## config.mk

```make
export PLATFORM = sky130hd
export DESIGN_NAME = aesige_ram
export DESIGN_NICKNAME = d
export VERILOG_FILES = /design/src/hw/rtl/aesige_ram.sv
export SDC_FILE = /design/constraint.sdc
export NUM_CORES = 2
export LEC_CHECK = 0
export BUFFER_PORTS_ARGS = -buffer_cell sky130_fd_sc_hd__buf_2
export CORE_MARGIN = 2
export CORE_UTILIZATION = 50
export DETAILED_ROUTE_END_ITERATION = 6
export PLACE_DENSITY = 0.7
export SLEW_MARGIN = 20
export SYNTH_ARGS = -nofsm -noshare
export SYNTH_HDL_FRONTEND = slang
export SYNTH_SLANG_ARGS = --single-unit
export TNS_END_PERCENT = 30
```

## constraint.sdc

```tcl
create_clock -name clock -period 4.06 [get_ports clock]
set_input_delay 0.406 -clock clock [delete_from_list [all_inputs] [get_ports clock]]
set_output_delay 0.406 -clock clock [all_outputs]
set_load 0.02 [all_outputs]
```

## src/hw/rtl/aesige_ram.sv

```systemverilog
module aesige_ram #(
   parameter int WIDTH = 32,
   parameter int DEPTH = 60,
   localparam int ADDR_W = $clog2(DEPTH)
) (
   input  logic              clock,
   input  logic              wr_en,
   input  logic [ADDR_W-1:0] wr_addr,
   input  logic [WIDTH-1:0]  wr_data,
   input  logic [ADDR_W-1:0] rd_addr,
   output logic [WIDTH-1:0]  rd_data
);

   logic [WIDTH-1:0] mem_ff [DEPTH];

   // One write port and one registered read port.
   always_ff @(posedge clock) begin
      if (wr_en) begin
         mem_ff[wr_addr] <= wr_data;
      end
      rd_data <= mem_ff[rd_addr];
   end

endmodule

```

=== Word-level counts from Yosys, hierarchy flattened ===
Memory sizes are Yosys's and may differ from the RTL's. A register that Yosys moved wholly into a read port is not among the register bits.
Index checks and enable logic that the tools add are counted.

* Flip-flop bits (word level): 0
* Memory bits (writable): 1920
* Output and inout bits: 32
* Logic and storage cells: 3
* Memories kept: 1

{| class="wikitable"
|+ Memories
! name !! words !! bits a word !! read ports !! clocked after Yosys merged registers in !! wr ports !! RTL line !! source
|-
| mem_ff || 60 || 32 || 1 || 1 || 1 || 14 || <nowiki>logic [WIDTH-1:0] mem_ff [DEPTH];</nowiki>
|}

* Muxes and demuxes: 2

{| class="wikitable"
|+ Operators by type and width
! kind !! number
|-
| 1-bit two-way mux || 2
|}

=== Longest topological paths before layout ===
* Word-level depth: 2
* Mapped depth: 10

=== Worst setup path after synthesis ===
Ideal clock, no wire load.

* Kind: in2reg
* From: input port wr_addr[4]
* To: memory mem_ff[32][0] (enable)
* Library setup time: 0.461 ns
* Arrival time: 3.084 ns
* Data required time: 3.599 ns
* Slack: 0.515 ns
* Cell stages on the path: 4
* Buffers on the path: 1
* Path through: clkbuf_1 > nor2_1 > nand4b_1 > nor3_1

{| class="wikitable"
|+ RTL lines
! item !! RTL line !! source
|-
| start: declaration || 8 || <nowiki>input logic [ADDR_W-1:0] wr_addr,</nowiki>
|-
| end: declaration || 14 ||
|}

No word-level cell before the write port.

==> impl_results.md <==
* Kind of critical path: input port to flop
* Dpl hpwl at 101 mm
* Area Overhead vs Synth at 13.4%
* DRT Pass-1 Iters at 6
* Clock Skew at 0.0363 ns
* Post-DR wirelength/cell at 32.8 µm
* Worst-skew pair later-pin latency at about 0.8 ns
* Leakage at 26.1 nW
* Longest Clk Path Bufs at 3
* Sink Count at about 2000
* Synth Warn # at 0
* Relative slew slack at 24.6%
* Vias in the first global route at 35900
* Worst setup margin at 1.78 ns
* Final hold slack at 0.0103 ns
* Final Core Density at 57.3%
* Via/cell ratio at 6.46
* Num ports at 78
* Largest family of logic cells by synthesized area: multiplexers
* Tcrit/Tclk final at 56.2%
* Tmin final at 2.28 ns
* CTS buffer count at between 150 and 200
* CP Buf/Inv Count at 2
* Post-CTS sizing at 0
* Hold bufs inserted after CTS at 0
* Final Max Slew Viols at 0
* Area fraction in and, or, nand and nor cells after synthesis at 1.45%
* WP data required at 4.77 ns
* Post-CTS setup buffers at 0
* Worst Max-Slew Pin Slew at 1.13 ns
* Fillers at 10500
* # H-tree levels at 4
* All-layer global routing usage at 24.3%
* Crit-path max cell delay at around 0.56 ns
* Reg clk slew, reported paths at roughly 0.06 ns
* Placed cell count at 5222
* Synth Area in Adders at 0%
* TritonCTS clock tree: yes
* Synth Net Count at between 3000 and 4000
* Design Area, Final at 0.0837 mm²
* Layout cells sized above 1 at 28.5%
* Outcome: finished clean
* Critical path cell sequence: buf_8, buf_12, mux4_2, a22oi_1, nand3_1, and3_1
* Slowest cell on the critical path: mux4_2
* Final-stage net count at 3542
* Routability cong. at 0.783
* First-pass GRT wire length at 261 mm
* Starting Density at 50.5%
* Post-Synth XOR/XNOR Area at 0%
* Synth Area in Compound Gates at around 3.6%
* Port bufs at slightly below 80
* Synth cell types at 38
* Die W at 388 µm
* Mux contribution to synthesized area at 14.6%
* Chip height at 388 µm
* Crit path arrival time at 2.99 ns
* Max Cap Viol at 0
* CORE AREA at approximately 0.15 mm²
* Mean Syn Cell Area at 22.6 µm²
* Count of final setup violators at 0
* Total number of vias at roughly 36000
* Power, Total at slightly above 40 mW
* Layout Cells excl Fill at 5570
* Seq/Total Area, Yosys at 79.0%
* Routed wire length at approximately 180 mm
* Fmax at roughly 440 MHz
* Worst slack, placed at a little over 0.9 ns
* Worst-path fanout max at 39
* Die area at 0.151 mm²
* Fin. Hold Viols at 0
* ANT nets after route at 0
* Power Density at 490 mW/mm²
* RSZ-0062 raised after global routing: no
* Initial antenna violation count at 14
* Setup TNS at 0 ns
* Startpoint type of the worst setup path: input port
* Netlist Area Pre-Place at approximately 0.074 mm²
* CTS Root Cell: clkbuf_16
* GRT Residual Overflow at 0
* Largest net degree at the start of global routing at 65
* Yosys reg bits at 1952
* # rows at 140
* Class of the worst hold path: input port to flop
* Post-DP Area at 0.0777 mm²
* Crit path max-delay family: buffers and inverters
* Gate Count Post-Synth at 3264
* Critical path capture point type: flop
* DR DRC count at 0
* DRT iter0 DRCs at 4654
* VDD IR max at 0.402 mV
layout by cell type, fill, tap and decap left out, types with 4 or more instances in the layout:
| master | instances |
|---|---|
| a22oi_1 | 109 |
| buf_4 | 133 |
| clkbuf_1 | 55 |
| clkinvlp_4 | 4 |
| mux4_2 | 461 |
| o21a_1 | 19 |
| clkinv_2 | 33 |
| o21ai_1 | 18 |
| buf_2 | 57 |
| dfxtp_1 | 32 |
| mux2i_1 | 38 |
| a22o_1 | 26 |
| edfxtp_1 | 1920 |
| nand3_1 | 43 |
| o211ai_1 | 32 |
| a31oi_1 | 19 |
| clkbuf_8 | 14 |
| o21ai_0 | 65 |
| buf_12 | 42 |
| bufinv_16 | 9 |
| clkinv_1 | 26 |
| a31o_2 | 13 |
| nor2_1 | 24 |
| and3_1 | 19 |
| clkbuf_16 | 189 |
| a221oi_1 | 19 |
| a21oi_1 | 45 |
| nand2_1 | 62 |
| o211a_1 | 19 |
| nor2_4 | 60 |
| diode_2 | 5 |
cell usage after synthesis:
master | instances | area share, %
edfxtp_1 | 1920 | 78
mux4_2 | 461 | 14
a22oi_1 | 109 | 1.1
clkbuf_1 | 91 | 0.46
nor2_1 | 86 | 0.44
o21ai_0 | 65 | 0.44
nand2_1 | 62 | 0.32
a21oi_1 | 45 | 0.31
nand3_1 | 43 | 0.29
buf_2 | 42 | 0.28
mux2i_1 | 38 | 0.52
dfxtp_1 | 32 | 0.87
o211ai_1 | 32 | 0.33
a22o_1 | 26 | 0.31
buf_1 | 22 | 0.11
a221oi_1 | 19 | 0.23
a31oi_1 | 19 | 0.16
and3_1 | 19 | 0.16
o211a_1 | 19 | 0.26
o21a_1 | 19 | 0.19
o21ai_1 | 18 | 0.12
buf_4 | 15 | 0.15
a31o_2 | 13 | 0.15
buf_6 | 12 | 0.18
nor2b_1 | 8 | 0.068
and2_1 | 4 | 0.034
buf_12 | 4 | 0.11
buf_8 | 3 | 0.061
nand2b_1 | 3 | 0.025
nand3b_1 | 3 | 0.031
inv_2 | 2 | 0.010
nand4_1 | 2 | 0.017
nor3_1 | 2 | 0.014
or3b_2 | 2 | 0.024
inv_1 | 1 | 0.0051
nand4b_1 | 1 | 0.012
or2_2 | 1 | 0.0085
or3_1 | 1 | 0.0085
flip-flops by register name (all words and copies together), names as in the netlist:
| register | flops |
|---|---|
| mem_ff | 1920 |
| rd_data | 32 |
logic make-up after synthesis:
family | Yosys count
AO/OA/AOI/OAI | 384
flip-flops | 1952
multiplexers | 499
AND/OR/NAND/NOR | 237
buffers and inverters | 192
final cells by class:
class / instances / area, µm² / area share (%)
Antenna cell: 5 / 12.5 / 0.0150
Clock inverter: 79 / 673 / 0.804
Inverter: 3 / 11.3 / 0.0135
Timing Repair Buffer: 236 / 2170 / 2.60
Sequential cell: 1952 / 58300 / 69.7
Tap cell: 1917 / 2400 / 2.87
Multi-Input combinational cell: 1120 / 15000 / 17.9
Clock buffer: 258 / 5130 / 6.13
worst reg2reg max path, cell delays in order, from the launching register on:
cell,delay (ns)
edfxtp_1,0.36
mux4_2,0.48
a22oi_1,0.54
nand3_1,0.37
and3_1,0.27
final timing paths:
path / end / slack, ns / startpoint / depth (start not counted)
min: mem_ff[35][11] / 0.01 / wr_data[11] / 1
min reg2reg: rd_data[1] / 0.81 / mem_ff[56][1] / 4
max reg2reg: rd_data[8] / 1.93 / mem_ff[34][8] / 4
max: rd_data[8] / 1.78 / rd_addr[0] / 6
power by group:
group	total [mW]	switching, mW	internal, mW
sequential	22.4	0.0876	22.3
combinational	2.02	1.29	0.736
clock	16.6	7.21	9.37
total	41.0	8.59	32.4
routing by layer:
metal	global-route usage [%]	vias up	routed length, µm	part of all wire (%)
met1	34.2	19300	70800	39
met4	7.91	12	5690	3.1
met5	0	-	72	0.039
li1	-	14400	-	-
met3	4.66	314	17300	9.5
met2	38.9	1973	88700	49
(Power assumes the default switching activity.)
